<file path="config.mk">
export PLATFORM = sky130hd
export DESIGN_NAME = rtt_estimator_rto
export DESIGN_NICKNAME = d
export VERILOG_FILES = /design/src/hdl/rtte_pkg.sv /design/src/hdl/rtte_seq.sv /design/src/hdl/rtt_estimator_rto.sv
export SDC_FILE = /design/constraint.sdc
export NUM_CORES = 2
export LEC_CHECK = 0
export BUFFER_PORTS_ARGS = -buffer_cell sky130_fd_sc_hd__clkbuf_2
export CAP_MARGIN = 20
export CORE_ASPECT_RATIO = 2
export CORE_UTILIZATION = 40
export DETAILED_ROUTE_END_ITERATION = 6
export GPL_TIMING_DRIVEN = 0
export PLACE_DENSITY = 0.58
export REMOVE_ABC_BUFFERS = 1
export SLEW_MARGIN = 25
export SYNTH_ARGS = -nofsm -noshare
export SYNTH_HDL_FRONTEND = slang
export SYNTH_SLANG_ARGS = --single-unit
</file>
<file path="constraint.sdc">
create_clock -name clk_i -period 17.2 [get_ports clk_i]
set_input_delay 0 -clock clk_i [delete_from_list [all_inputs] [get_ports clk_i]]
set_output_delay 0 -clock clk_i [all_outputs]
set_load 0.005 [all_outputs]
</file>
<file path="src/hdl/rtte_pkg.sv">
// Shared types, constants and the control program of the rtt estimator.
package rtte_pkg;

  // Input opcodes.
  localparam logic [1:0] OP_RTT     = 2'd0;
  localparam logic [1:0] OP_PAIR    = 2'd1;
  localparam logic [1:0] OP_BACKOFF = 2'd2;

  // Register indexes on the configuration port.
  localparam logic [2:0] REG_ALPHA   = 3'd0;
  localparam logic [2:0] REG_BETA    = 3'd1;
  localparam logic [2:0] REG_KVAR    = 3'd2;
  localparam logic [2:0] REG_RTO_INI = 3'd3;
  localparam logic [2:0] REG_FLOOR   = 3'd4;
  localparam logic [2:0] REG_CEIL    = 3'd5;
  localparam logic [2:0] REG_BOFF    = 3'd6;

  // Register reset values.
  localparam logic [7:0]  ALPHA_RST   = 8'd32;
  localparam logic [7:0]  BETA_RST    = 8'd64;
  localparam logic [3:0]  KVAR_RST    = 4'd4;
  localparam logic [31:0] RTO_INI_RST = 32'd1000000;
  localparam logic [31:0] FLOOR_RST   = 32'd1000000;
  localparam logic [31:0] CEIL_RST    = 32'd60000000;
  localparam logic [3:0]  BOFF_RST    = 4'd2;

  // Kind of work held for the sequencer after an item is taken.
  typedef enum logic [1:0] {
    KIND_SAMPLE,
    KIND_BACKOFF,
    KIND_NOP,
    KIND_REJECT
  } kind_e;

  // Multiplier operand selects.
  typedef enum logic [2:0] {
    A_NBETA,
    A_BETA,
    A_NALPHA,
    A_ALPHA,
    A_KMUL,
    A_BOFF
  } asel_e;

  typedef enum logic [2:0] {
    B_RTTVAR,
    B_DELTA,
    B_SRTT,
    B_RSAMP,
    B_RTO
  } bsel_e;

  // Accumulator operation.
  typedef enum logic [1:0] {
    MAC_HOLD,
    MAC_LOAD,
    MAC_ADD
  } mac_e;

  // State register written by a step.
  typedef enum logic [2:0] {
    WR_NONE,
    WR_RTTVAR,
    WR_SRTT,
    WR_RTO_EST,
    WR_RTO_BK
  } wr_e;

  typedef logic [3:0] pc_t;

  // One control word of the program.
  typedef struct packed {
    asel_e a;
    bsel_e b;
    mac_e  mac;
    wr_e   wr;
    logic  disp;
    logic  jump;
    pc_t   target;
    logic  fin;
  } ctrl_t;

  // Program step addresses.
  localparam pc_t PC_DISP = 4'd0;
  localparam pc_t PC_VMUL = 4'd1;
  localparam pc_t PC_WRV  = 4'd2;
  localparam pc_t PC_SMUL = 4'd3;
  localparam pc_t PC_WRS  = 4'd4;
  localparam pc_t PC_KVAR = 4'd5;
  localparam pc_t PC_RTO  = 4'd6;
  localparam pc_t PC_BK   = 4'd7;
  localparam pc_t PC_BKW  = 4'd8;

  // Control program ROM.
  function automatic ctrl_t ucode(pc_t pc);
    ctrl_t c;
    c = '{a: A_NBETA, b: B_RTTVAR, mac: MAC_HOLD, wr: WR_NONE,
          disp: 1'b0, jump: 1'b0, target: PC_DISP, fin: 1'b0};
    case (pc)
      PC_DISP: begin
        // Start the rttvar blend and branch on the kind of item.
        c.mac  = MAC_LOAD;
        c.a    = A_NBETA;
        c.b    = B_RTTVAR;
        c.disp = 1'b1;
      end
      PC_VMUL: begin
        c.mac = MAC_ADD;
        c.a   = A_BETA;
        c.b   = B_DELTA;
      end
      PC_WRV: begin
        c.wr  = WR_RTTVAR;
        c.mac = MAC_LOAD;
        c.a   = A_NALPHA;
        c.b   = B_SRTT;
      end
      PC_SMUL: begin
        c.mac = MAC_ADD;
        c.a   = A_ALPHA;
        c.b   = B_RSAMP;
      end
      PC_WRS: begin
        c.wr     = WR_SRTT;
        c.mac    = MAC_LOAD;
        c.a      = A_KMUL;
        c.b      = B_RTTVAR;
        c.jump   = 1'b1;
        c.target = PC_RTO;
      end
      PC_KVAR: begin
        c.mac = MAC_LOAD;
        c.a   = A_KMUL;
        c.b   = B_RTTVAR;
      end
      PC_RTO: begin
        c.wr  = WR_RTO_EST;
        c.fin = 1'b1;
      end
      PC_BK: begin
        c.mac = MAC_LOAD;
        c.a   = A_BOFF;
        c.b   = B_RTO;
      end
      PC_BKW: begin
        c.wr  = WR_RTO_BK;
        c.fin = 1'b1;
      end
      default: begin
        c.fin = 1'b1;
      end
    endcase
    return c;
  endfunction

endpackage

</file>
<file path="src/hdl/rtte_seq.sv">
// Step counter and program sequencer of the rtt estimator.
module rtte_seq (
  input  logic                  clk_i,
  input  logic                  rst_ni,
  input  logic                  start_i,
  input  logic                  adv_i,
  input  rtte_pkg::kind_e       kind_i,
  input  logic                  have_i,
  output logic                  busy_o,
  output logic                  fin_o,
  output rtte_pkg::ctrl_t       ctrl_o
);

  logic           busy_q;
  rtte_pkg::pc_t  pc_q, pc_d;
  rtte_pkg::ctrl_t cw;
  logic           no_work;

  // Fetch the control word and pick the next step.
  always_comb begin
    cw      = rtte_pkg::ucode(pc_q);
    no_work = (kind_i == rtte_pkg::KIND_NOP) || (kind_i == rtte_pkg::KIND_REJECT);
    pc_d    = pc_q + rtte_pkg::pc_t'(1);
    if (cw.disp) begin
      if (kind_i == rtte_pkg::KIND_BACKOFF) begin
        pc_d = rtte_pkg::PC_BK;
      end else if (!have_i) begin
        pc_d = rtte_pkg::PC_KVAR;
      end
    end else if (cw.jump) begin
      pc_d = cw.target;
    end
  end

  assign fin_o  = busy_q && (cw.fin || (cw.disp && no_work));
  assign busy_o = busy_q;
  assign ctrl_o = cw;

  // Step counter.
  always_ff @(posedge clk_i or negedge rst_ni) begin
    if (!rst_ni) begin
      busy_q <= 1'b0;
      pc_q   <= rtte_pkg::PC_DISP;
    end else if (start_i) begin
      busy_q <= 1'b1;
      pc_q   <= rtte_pkg::PC_DISP;
    end else if (busy_q && adv_i) begin
      if (fin_o) begin
        busy_q <= 1'b0;
      end else begin
        pc_q <= pc_d;
      end
    end
  end

endmodule

</file>
<file path="src/hdl/rtt_estimator_rto.sv">
// Top level of the rtt estimator: registers, datapath and output word.
//
// Round-trip-time estimator with retransmission timeout.
// Input channel (in_valid_i/in_ready_o) takes one word: an rtt sample, a
// send/echo timestamp pair, or a timeout backoff. Output channel
// (out_valid_o/out_ready_i) returns exactly one word per input word with
// the status and the estimator state after that word.
// A control program in a small ROM runs the work on one shared 9 x 40-bit
// multiply-accumulate unit, one step per cycle unless the output stalls, one
// word at a time. After the accept cycle a later sample runs dispatch, rttvar
// product, rttvar write, srtt product, srtt write and timeout; a first sample
// dispatch, K * rttvar and timeout; a backoff dispatch, backoff product and
// backoff write; a rejected pair or an unused opcode dispatch alone.
// The output word is registered at the last step and held while the next
// input word is taken; if the receiver stalls, the next word waits at its
// last step until the output register frees. Reset clears the estimator
// state, loads the register defaults and sets the timeout to its initial
// value. Configuration is to be written through the APB port while no word
// is in flight, which the block does not enforce; pready is always high.
module rtt_estimator_rto #(
  parameter int FRACTION_BITS  = 8,
  parameter int GRANULARITY_US = 1000
) (
  input  logic        clk_i,
  input  logic        rst_ni,
  // Configuration port
  input  logic        psel,
  input  logic        penable,
  input  logic        pwrite,
  input  logic [4:0]  paddr,
  input  logic [31:0] pwdata,
  output logic [31:0] prdata,
  output logic        pready,
  // Input channel
  input  logic        in_valid_i,
  output logic        in_ready_o,
  input  logic [1:0]  opcode_i,
  input  logic [31:0] rtt_us_i,
  input  logic [63:0] send_us_i,
  input  logic [63:0] echo_us_i,
  // Output channel
  output logic        out_valid_o,
  input  logic        out_ready_i,
  output logic        status_o,
  output logic [31:0] rto_us_o,
  output logic [31:0] srtt_us_o,
  output logic [31:0] rttvar_us_o,
  output logic [31:0] last_rtt_us_o,
  output logic [31:0] min_rtt_us_o,
  output logic [31:0] max_rtt_us_o,
  output logic [31:0] samples_seen_o
);

  localparam int SW = 32 + FRACTION_BITS;   // smoothed value width
  localparam int AW = SW + 9;               // accumulator width
  localparam logic [AW-1:0] GRAN = AW'(GRANULARITY_US) << FRACTION_BITS;

  // Configuration registers.
  logic [7:0]  alpha_q, beta_q;
  logic [3:0]  kmul_q, boff_q;
  logic [31:0] rto_ini_q, floor_q, ceil_q;
  logic        cfg_wr;

  // Estimator state.
  logic [SW-1:0] srtt_q, srtt_d, rttvar_q, rttvar_d;
  logic [31:0]   rto_q, rto_d;
  logic          have_q, have_d;
  logic [31:0]   count_q, lowest_q, highest_q, latest_q;

  // Working registers.
  rtte_pkg::kind_e kind_q, kind_d;
  logic [31:0]     samp_q, samp_d;
  logic [SW-1:0]   delta_q, delta_d;
  logic [AW-1:0]   acc_q, acc_d;
  logic            out_valid_q;

  // Sequencer interface.
  logic            accept, busy, fin, en, act;
  rtte_pkg::ctrl_t cw;

  // Datapath signals.
  logic [8:0]    mul_a;
  logic [SW-1:0] mul_b, r_fix;
  logic [AW-1:0] prod, kmax;
  logic [AW:0]   est_sum, est, est_lo, est_hi;
  logic [31:0]   rto_est, rto_bk;
  logic [64:0]   pair_diff;
  logic          pair_bad;
  logic          take_sample;

  assign accept     = in_valid_i && in_ready_o;
  assign in_ready_o = !busy;
  assign en         = !(fin && out_valid_q && !out_ready_i);
  assign act        = busy && en;

  rtte_seq u_seq (
    .clk_i   (clk_i),
    .rst_ni  (rst_ni),
    .start_i (accept),
    .adv_i   (en),
    .kind_i  (kind_q),
    .have_i  (have_q),
    .busy_o  (busy),
    .fin_o   (fin),
    .ctrl_o  (cw)
  );

  // APB register file.
  assign pready = 1'b1;
  assign cfg_wr = psel && penable && pwrite && pready;

  always_ff @(posedge clk_i or negedge rst_ni) begin
    if (!rst_ni) begin
      alpha_q   <= rtte_pkg::ALPHA_RST;
      beta_q    <= rtte_pkg::BETA_RST;
      kmul_q    <= rtte_pkg::KVAR_RST;
      rto_ini_q <= rtte_pkg::RTO_INI_RST;
      floor_q   <= rtte_pkg::FLOOR_RST;
      ceil_q    <= rtte_pkg::CEIL_RST;
      boff_q    <= rtte_pkg::BOFF_RST;
    end else if (cfg_wr) begin
      case (paddr[4:2])
        rtte_pkg::REG_ALPHA:   alpha_q   <= pwdata[7:0];
        rtte_pkg::REG_BETA:    beta_q    <= pwdata[7:0];
        rtte_pkg::REG_KVAR:    kmul_q    <= pwdata[3:0];
        rtte_pkg::REG_RTO_INI: rto_ini_q <= pwdata;
        rtte_pkg::REG_FLOOR:   floor_q   <= pwdata;
        rtte_pkg::REG_CEIL:    ceil_q    <= pwdata;
        rtte_pkg::REG_BOFF:    boff_q    <= pwdata[3:0];
        default: ;
      endcase
    end
  end

  // Register read-back.
  always_comb begin
    case (paddr[4:2])
      rtte_pkg::REG_ALPHA:   prdata = {24'd0, alpha_q};
      rtte_pkg::REG_BETA:    prdata = {24'd0, beta_q};
      rtte_pkg::REG_KVAR:    prdata = {28'd0, kmul_q};
      rtte_pkg::REG_RTO_INI: prdata = rto_ini_q;
      rtte_pkg::REG_FLOOR:   prdata = floor_q;
      rtte_pkg::REG_CEIL:    prdata = ceil_q;
      rtte_pkg::REG_BOFF:    prdata = {28'd0, boff_q};
      default:               prdata = 32'd0;
    endcase
  end

  // Decode the input word into a sample or a command.
  always_comb begin
    pair_diff = {1'b0, echo_us_i} - {1'b0, send_us_i};
    pair_bad  = (send_us_i == 64'd0) || (echo_us_i == 64'd0) || (send_us_i >= echo_us_i);
    samp_d    = rtt_us_i;
    kind_d    = rtte_pkg::KIND_NOP;
    case (opcode_i)
      rtte_pkg::OP_RTT: begin
        kind_d = rtte_pkg::KIND_SAMPLE;
      end
      rtte_pkg::OP_PAIR: begin
        kind_d = pair_bad ? rtte_pkg::KIND_REJECT : rtte_pkg::KIND_SAMPLE;
        samp_d = (pair_diff[63:32] != 32'd0) ? 32'hFFFF_FFFF : pair_diff[31:0];
      end
      rtte_pkg::OP_BACKOFF: begin
        kind_d = rtte_pkg::KIND_BACKOFF;
      end
      default: begin
        kind_d = rtte_pkg::KIND_NOP;
      end
    endcase
  end

  // Shared multiply-accumulate unit.
  always_comb begin
    r_fix = SW'(samp_q) << FRACTION_BITS;
    case (cw.a)
      rtte_pkg::A_NBETA:  mul_a = 9'd256 - {1'b0, beta_q};
      rtte_pkg::A_BETA:   mul_a = {1'b0, beta_q};
      rtte_pkg::A_NALPHA: mul_a = 9'd256 - {1'b0, alpha_q};
      rtte_pkg::A_ALPHA:  mul_a = {1'b0, alpha_q};
      rtte_pkg::A_KMUL:   mul_a = {5'd0, kmul_q};
      rtte_pkg::A_BOFF:   mul_a = {5'd0, boff_q};
      default:            mul_a = 9'd0;
    endcase
    case (cw.b)
      rtte_pkg::B_RTTVAR: mul_b = rttvar_q;
      rtte_pkg::B_DELTA:  mul_b = delta_q;
      rtte_pkg::B_SRTT:   mul_b = srtt_q;
      rtte_pkg::B_RSAMP:  mul_b = r_fix;
      rtte_pkg::B_RTO:    mul_b = SW'(rto_q);
      default:            mul_b = '0;
    endcase
    prod  = AW'(mul_a) * AW'(mul_b);
    acc_d = acc_q;
    if (act) begin
      case (cw.mac)
        rtte_pkg::MAC_LOAD: acc_d = prod;
        rtte_pkg::MAC_ADD:  acc_d = acc_q + prod;
        default:            acc_d = acc_q;
      endcase
    end
  end

  // Timeout from the accumulated K * rttvar, and the backoff product.
  always_comb begin
    kmax    = (acc_q < GRAN) ? GRAN : acc_q;
    est_sum = {1'b0, kmax} + (AW+1)'(srtt_q);
    est     = est_sum >> FRACTION_BITS;
    est_lo  = (est < (AW+1)'(floor_q)) ? (AW+1)'(floor_q) : est;
    est_hi  = (est_lo > (AW+1)'(ceil_q)) ? (AW+1)'(ceil_q) : est_lo;
    rto_est = est_hi[31:0];
    rto_bk  = (acc_q > AW'(ceil_q)) ? ceil_q : acc_q[31:0];
  end

  // Next state of the estimator.
  always_comb begin
    take_sample = act && cw.disp && (kind_q == rtte_pkg::KIND_SAMPLE);
    srtt_d      = srtt_q;
    rttvar_d    = rttvar_q;
    rto_d       = rto_q;
    have_d      = have_q;
    delta_d     = (srtt_q > r_fix) ? (srtt_q - r_fix) : (r_fix - srtt_q);
    if (take_sample && !have_q) begin
      srtt_d   = r_fix;
      rttvar_d = r_fix >> 1;
      have_d   = 1'b1;
    end
    if (act) begin
      case (cw.wr)
        rtte_pkg::WR_RTTVAR: rttvar_d = acc_q[SW+7:8];
        rtte_pkg::WR_SRTT:   srtt_d   = acc_q[SW+7:8];
        rtte_pkg::WR_RTO_EST: rto_d   = rto_est;
        rtte_pkg::WR_RTO_BK:  rto_d   = rto_bk;
        default: ;
      endcase
    end
  end

  // State and statistics registers.
  always_ff @(posedge clk_i or negedge rst_ni) begin
    if (!rst_ni) begin
      srtt_q      <= '0;
      rttvar_q    <= '0;
      rto_q       <= rtte_pkg::RTO_INI_RST;
      have_q      <= 1'b0;
      count_q     <= 32'd0;
      lowest_q    <= 32'hFFFF_FFFF;
      highest_q   <= 32'd0;
      latest_q    <= 32'd0;
      kind_q      <= rtte_pkg::KIND_NOP;
      out_valid_q <= 1'b0;
    end else begin
      srtt_q   <= srtt_d;
      rttvar_q <= rttvar_d;
      rto_q    <= rto_d;
      have_q   <= have_d;
      if (accept) begin
        kind_q <= kind_d;
      end
      if (take_sample) begin
        latest_q <= samp_q;
        if (count_q != 32'hFFFF_FFFF) begin
          count_q <= count_q + 32'd1;
        end
        if (samp_q < lowest_q) begin
          lowest_q <= samp_q;
        end
        if (samp_q > highest_q) begin
          highest_q <= samp_q;
        end
      end
      if (act && fin) begin
        out_valid_q <= 1'b1;
      end else if (out_ready_i) begin
        out_valid_q <= 1'b0;
      end
    end
  end

  // Working registers and the output word.
  always_ff @(posedge clk_i) begin
    acc_q <= acc_d;
    if (accept) begin
      samp_q <= samp_d;
    end
    if (act && cw.disp) begin
      delta_q <= delta_d;
    end
    if (act && fin) begin
      status_o       <= (kind_q == rtte_pkg::KIND_REJECT);
      rto_us_o       <= rto_d;
      srtt_us_o      <= srtt_q[SW-1:FRACTION_BITS];
      rttvar_us_o    <= rttvar_q[SW-1:FRACTION_BITS];
      last_rtt_us_o  <= latest_q;
      min_rtt_us_o   <= lowest_q;
      max_rtt_us_o   <= highest_q;
      samples_seen_o <= count_q;
    end
  end

  assign out_valid_o = out_valid_q;

endmodule

</file>
**Word-level counts from Yosys, hierarchy flattened**

Index checks and enable logic that the tools add are counted.

- Word-level logic and storage cells: 170
- Bits of input ports: 206
- Output and inout bits: 260
- Flip-flop bits (word level): 715

- Equal/unequal tests: 36
- Reduce and logical (&&, ||, !) cells: 48
- Multiply operators: 1
- $lt $le $gt $ge: 8
- Mux-type cells: 38
- Add/subtract/negate cells: 9

Operators with widths:

| cell | number |
|---|---|
| $mux 40 | 7 |
| $pmux 32 s7 | 1 |
| $pmux 40 s5 | 1 |
| $mux 32 | 5 |
| $logic_not 64->1 | 2 |
| $pmux 49 s2 | 1 |
| $sub 40x40->40 | 2 |
| $ge 64x64->1 | 1 |
| $pmux 32 s2 | 1 |
| $sub 64x64->64 | 1 |
| $pmux 9 s6 | 1 |
| $add 49x40->50 | 1 |
| $add 49x49->49 | 1 |
| $gt 49x32->1 | 1 |
| $lt 49x18->1 const B | 1 |
| $mul 9x40->49 | 1 |
| $mux 49 | 1 |
| $pmux 8 s6 | 1 |
| $gt 42x32->1 | 1 |
| $lt 42x32->1 | 1 |
| $mux 42 | 1 |
| $gt 40x40->1 | 1 |
| $add 32x1->32 const B | 1 |
| $gt 32x32->1 | 1 |
| other kinds (31) | 104 |

**Depth between registers and ports, before layout**

- Depth in word-level cells: 15
- Depth in mapped cells: 49
- Depth with buffers taken out: 45

**Modules after synthesis**

From an unflattened synthesis, not the netlist that was laid out.

- Cell total of the unflattened synthesis: 5,908
- Area, all modules: 56,156.4 um^2

Modules (own cells, without submodules):

| module | area each (um^2) | times used | seq. area each (um^2) | cells each |
|---|---|---|---|---|
| rtt_estimator_rto | 55,615.8 | 1 | 19,583.8 | 5,842 |
| rtte_seq | 540.5 | 1 | 125.1 | 66 |

**Least setup slack after synthesis**

Ideal clock, no wire load.

- Path type: register to register
- From: reg u_seq.pc_q[0]
- To: reg last_rtt_us_o[0] (enable)
- Period minus slack after synthesis: 12.178 ns
- Buffers on the path: 1
- Setup time: 0.844 ns
- Slack: 5.022 ns
- Required time: 16.356 ns
- Data arrival time: 11.335 ns
- Stages on the path, launching flop included: 7
- Cells stage by stage: dfrtp_1 ha_1 clkbuf_1 nor2_1 a221oi_1 nand2b_1 nor2b_1

- Longest elaborated chain between the ends: 10
- Elaborated cells on any way between the ends: 18
- Those cells by class: eq/ne (6); mux (2); reduce/logical (10)

Ends and longest elaborated chain:

| element | RTL line | source |
|---|---|---|
| start, declared | rtte_seq.sv:15 | `rtte_pkg::pc_t pc_q, pc_d;` |
| start signal, assigned | rtte_seq.sv:43 | `pc_q <= rtte_pkg::PC_DISP;` |
| start signal, assigned | rtte_seq.sv:46 | `pc_q <= rtte_pkg::PC_DISP;` |
| start signal, assigned | rtte_seq.sv:51 | `pc_q <= pc_d;` |
| $eq 4x1->1, or another cell as far along | rtte_pkg.sv:99 | `case (pc)` |
| $reduce_or 7->1 (no source line) or $mux 1 (tied branches) | - |  |
| $mux 1 or $logic_and 1x1->1 (tied branches) | rtte_pkg.sv:99, rtte_seq.sv:35 |  |
| $logic_or 1x1->1 * | rtte_seq.sv:35 | `assign fin_o = busy_q && (cw.fin \|\| (cw.disp && no_work));` |
| $logic_and 1x1->1 * | rtte_seq.sv:35 |  |
| $logic_and 1x1->1 (2 in a row) | rtt_estimator_rto.sv:93 | `assign en = !(fin && out_valid_q && !out_ready_i);` |
| $logic_not 1->1 | rtt_estimator_rto.sv:93 |  |
| $logic_and 1x1->1 | rtt_estimator_rto.sv:94 | `assign act = busy && en;` |
| $logic_and 1x1->1 * | rtt_estimator_rto.sv:288 | `if (act && fin) begin` |
| end signal, assigned | rtt_estimator_rto.sv:293 | `last_rtt_us_o <= latest_q;` |
| end, declared | rtt_estimator_rto.sv:48 | `output logic [31:0] last_rtt_us_o,` |

Every way passes the cells marked *; elsewhere a longest branch is shown, timed or not.
A chain may end at the register's enable or synchronous reset.

**Final worst setup path**

- From: reg u_seq.pc_q[0]
- To: reg acc_q[47] (data pin)

- Longest elaborated chain between the ends: 8
- Elaborated cells on any way between the ends: 27
- Those cells by class: add/sub (1); mul (1); eq/ne (17); mux (4); reduce/logical (4)

Ends and longest elaborated chain:

| element | RTL line | source |
|---|---|---|
| $eq 4x3->1 | rtte_pkg.sv:99 |  |
| $reduce_or 2->1 (no source line) | - |  |
| $pmux 8 s6 * | rtte_pkg.sv:99 |  |
| $eq 3x3->1, or another cell as far along | rtt_estimator_rto.sv:175 | `case (cw.a)` |
| $pmux 9 s6 or $pmux 40 s5 (tied branches) | rtt_estimator_rto.sv:175, rtt_estimator_rto.sv:184 |  |
| $mul 9x40->49 | rtt_estimator_rto.sv:192 | `prod = AW'(mul_a) * AW'(mul_b);` |
| $add 49x49->49 | rtt_estimator_rto.sv:197 | `rtte_pkg::MAC_ADD: acc_d = acc_q + prod;` |
| $pmux 49 s2 * | rtt_estimator_rto.sv:195 | `case (cw.mac)` |
| end signal, assigned | rtt_estimator_rto.sv:281 | `acc_q <= acc_d;` |
| end, declared | rtt_estimator_rto.sv:74 | `logic [AW-1:0] acc_q, acc_d;` |

Marked as above.

==> impl_results.md <==
- Sequential element share of the synthesized area: 33.57%
- Number of antenna violations at the first check in global routing: 8
- Post-route clock period utilization: 75.04%
- Root buffer selected by CTS: clkbuf_16
- CTS H-tree lvls: 3
- Number of buffers created by CTS: 70
- Post-Synthesis Cells: 6,512
- Total routed wirelength: 233,700 um
- Overall via count from detail_route: 51,850
- Average detailed-routed wire length per instance: 26.25 um
- Count of synthesis-stage warnings from yosys: 0
- Clock Sinks: 715
- CP Buf/Inv Count: 7
- Maximum clock frequency: 0.07748 GHz
- Met1 GRT Util: 32.12%
- Most area-consuming cells after synthesis: edfxtp_1 18%, dfrtp_1 13%, ha_1 9.7%
- Status: completed
- Delay of the slowest cell on the worst path: 0.77 ns
- DRC Markers: 0
- Crit start category: register
- Headroom to the max-slew limit: 22.46%
- Count of buffers from port buffering: 462
- Die span in x: 272.9 um
- Post-route cell area: 67,480 um^2
- Resized Gates After CTS: 0
- Hold Slack: 0.08566 ns
- Cell type with the highest aggregate area in the netlist: edfxtp_1
- Startpoint of the lowest-slack hold path: send_us_i[0]
- Wire length of the first global-routing pass: 341,600 um
- DR iter-0 viols: 3,196
- Hpwl dp: 191,800 um
- Post-synth top flop: edfxtp_1
- Worst setup EP type: register
- CTS tree: done
- Met2 global-route usage: 57.19%
- Fin. max-slew vios: 0
- First-pass iteration count of the detailed router: 6
- Initial standard-cell utilization of the core: 40.30%
- Netlist Area Pre-Place: 58,710 um^2
- Max Cap Violations: 0
- Height of the die: 543.8 um
- GRT Util Overall: 31.36%
- Met3 global-route usage: 3.457%
- Ratio of cells with drive above 1 in the final layout: 14.24%
- Proportion of netlist area held by the largest area contributor: 17.70%
- Critical path fanouts, max: 28
- Number of flops mapped to enable cells by yosys: 346
- Post-synth top cells: 721 x nand2_1, 650 x inv_1, 536 x nor2_1
- Remaining antenna violation count after routing: 0
- Final setup violation count: 0
- Total I/O pin count: 466
- Max Root-Sink Buffers: 3
- Area growth from synthesis to layout: 14.94%
- Cell with the most instances after synthesis: nand2_1
- Synthesized flop and latch total: 715
- Setup clock skew after layout: 0.03472 ns
- Count of cell types in the netlist: 97
- Remaining global-route overflow: 0
- RR Startpoint: u_seq.pc_q[0]
- Share of async-settable or async-resettable flops after synthesis: 51.61%
- Slowest CP cell: a222oi_1
- Worst min-delay path class: primary input to register
- Post-CTS Setup Repair Bufs: 0
- Syn_area_per_cell: 9.016 um^2
- Worst setup path start: u_seq.pc_q[0]
- Die area: 148,400 um^2
- Std cell rows: 198
- Nets: 7,870
- Largest delay share family, worst path: compound AO/OA/AOI/OAI gates
- Pin count of the biggest net entering global routing: 74
- Data arrival, critical path: 13.36 ns
- Slew at the pin with the worst max-slew slack: 1.159 ns
- Source-to-sink clock delay at the later pin of the worst-skew pair: 0.70 ns
- Number of global-route vias before repair: 53,170
- Core Region: 145,700 um^2
- Most used routing layer in global routing: met2
- Clk pin slew, worst setup/hold paths: 0.06 ns
- Final GP Congestion: 0.9962
- CTS Hold Buffers Added: 84
- Standard cell area after detailed placement: 64,240 um^2
- Critical path class: register to register
- Final Critical Period: 12.91 ns
- DR vias/cell: 5.826
- RSZ-0062 raised after global routing: no
- Worst EP required: 17.65 ns
- Hold violation count in the final report: 0
per-layer routing:
layer,wire length [um],vias up,share of wire [%]
met3,10100,704,4.3
li1,-,23680,-
met5,0,-,0
met2,121000,1913,52
met4,22220,0,9.5
met1,80370,25560,34
registers in the layout, indices dropped and copies added (netlist names), 40 cells and up:
signal	cells
acc_q	49
rttvar_q	40
delta_q	40
srtt_q	40
cell type report:
type                       instances  area, um^2
timing repair buffer             695        5045
tap                             1900        2377
sequential                       715       19710
antenna                            6       15.01
multi-input combinational       4805       35520
inverter                         650        2440
fill                           14230       78190
clock buffer                      91        1943
clock inverter                    38       431.7
worst min-delay path: cells and delay by family:
family | cells | cell delay [ns]
AOI/OAI and AO/OA | 1 | 0.09
adders and majority gates | 1 | 0.18
buffers and inverters | 1 | 0.11
and+or+nand+nor | 1 | 0.20
cell families (layout without fill, tap and decap cells):
group                    after synthesis  in the layout  share of synthesized area [%]
AO/OA/AOI/OAI                       1636           1636                          17.49
XOR/XNOR                             231            231                          3.446
adder cells (fa/ha/maj)              727            727                          18.95
buffers and inverters                992           1474                          6.447
flip-flops                           715            715                          33.57
multiplexers                         252            252                          4.633
other                                  1              7                       0.006387
AND/OR/NAND/NOR                     1958           1958                          15.47
through the flow:
stage / setup WS, ns / TNS, ns / std cells / utilization (%)
6_report: 4.293 / 0 / 8900 / 46.33
3_5_place_dp: 4.421 / 0 / 8681 / 44.10
4_1_cts: 4.345 / 0 / 8894 / 46.31
5_1_grt: 3.555 / 0 / 8897 / 46.32
3_3_place_gp: -3.563 / -108.60 / 8532 / 42.60
2_1_floorplan: 4.497 / 0 / 6170 / -
layout by cell type (no fill, tap or decap), types with 49 or more instances in the layout:
cell	Yosys	routed
nand2_1	721	718
inv_1	650	648
nor2_1	536	534
a21oi_1	463	461
clkbuf_2	0	460
o21ai_0	458	458
ha_1	457	456
edfxtp_1	346	346
dfrtp_1	301	301
fa_1	270	270
a21o_1	175	175
xnor2_1	157	156
nand4_1	141	141
mux2i_1	121	121
mux2_2	120	120
nor3_1	101	95
nand3_1	95	94
dlygate4sd3_1	0	83
a211oi_1	79	79
xor2_1	74	74
clkbuf_16	0	72
dfstp_2	68	68
nand2b_1	60	59
nor4_1	54	51
nor2b_1	54	50
o21a_1	50	50
a22oi_1	49	49
path summary, 6_finish.rpt:
| path | to | slack, ns | depth (start not counted) |
|---|---|---|---|
| min in group asynchronous | lowest_q[9] | 0.52 | 3 |
| setup / recovery | acc_q[47] | 4.29 | 44 |
| hold reg to reg | last_rtt_us_o[1] | 0.44 | 0 |
| setup reg to reg | acc_q[47] | 4.29 | 44 |
| max in group asynchronous | alpha_q[5] | 15.45 | 6 |
| hold / removal | samp_q[0] | 0.09 | 4 |
Power is not shown: default switching activity piles up to over one toggle a cycle in this logic, so the estimate is an artifact.
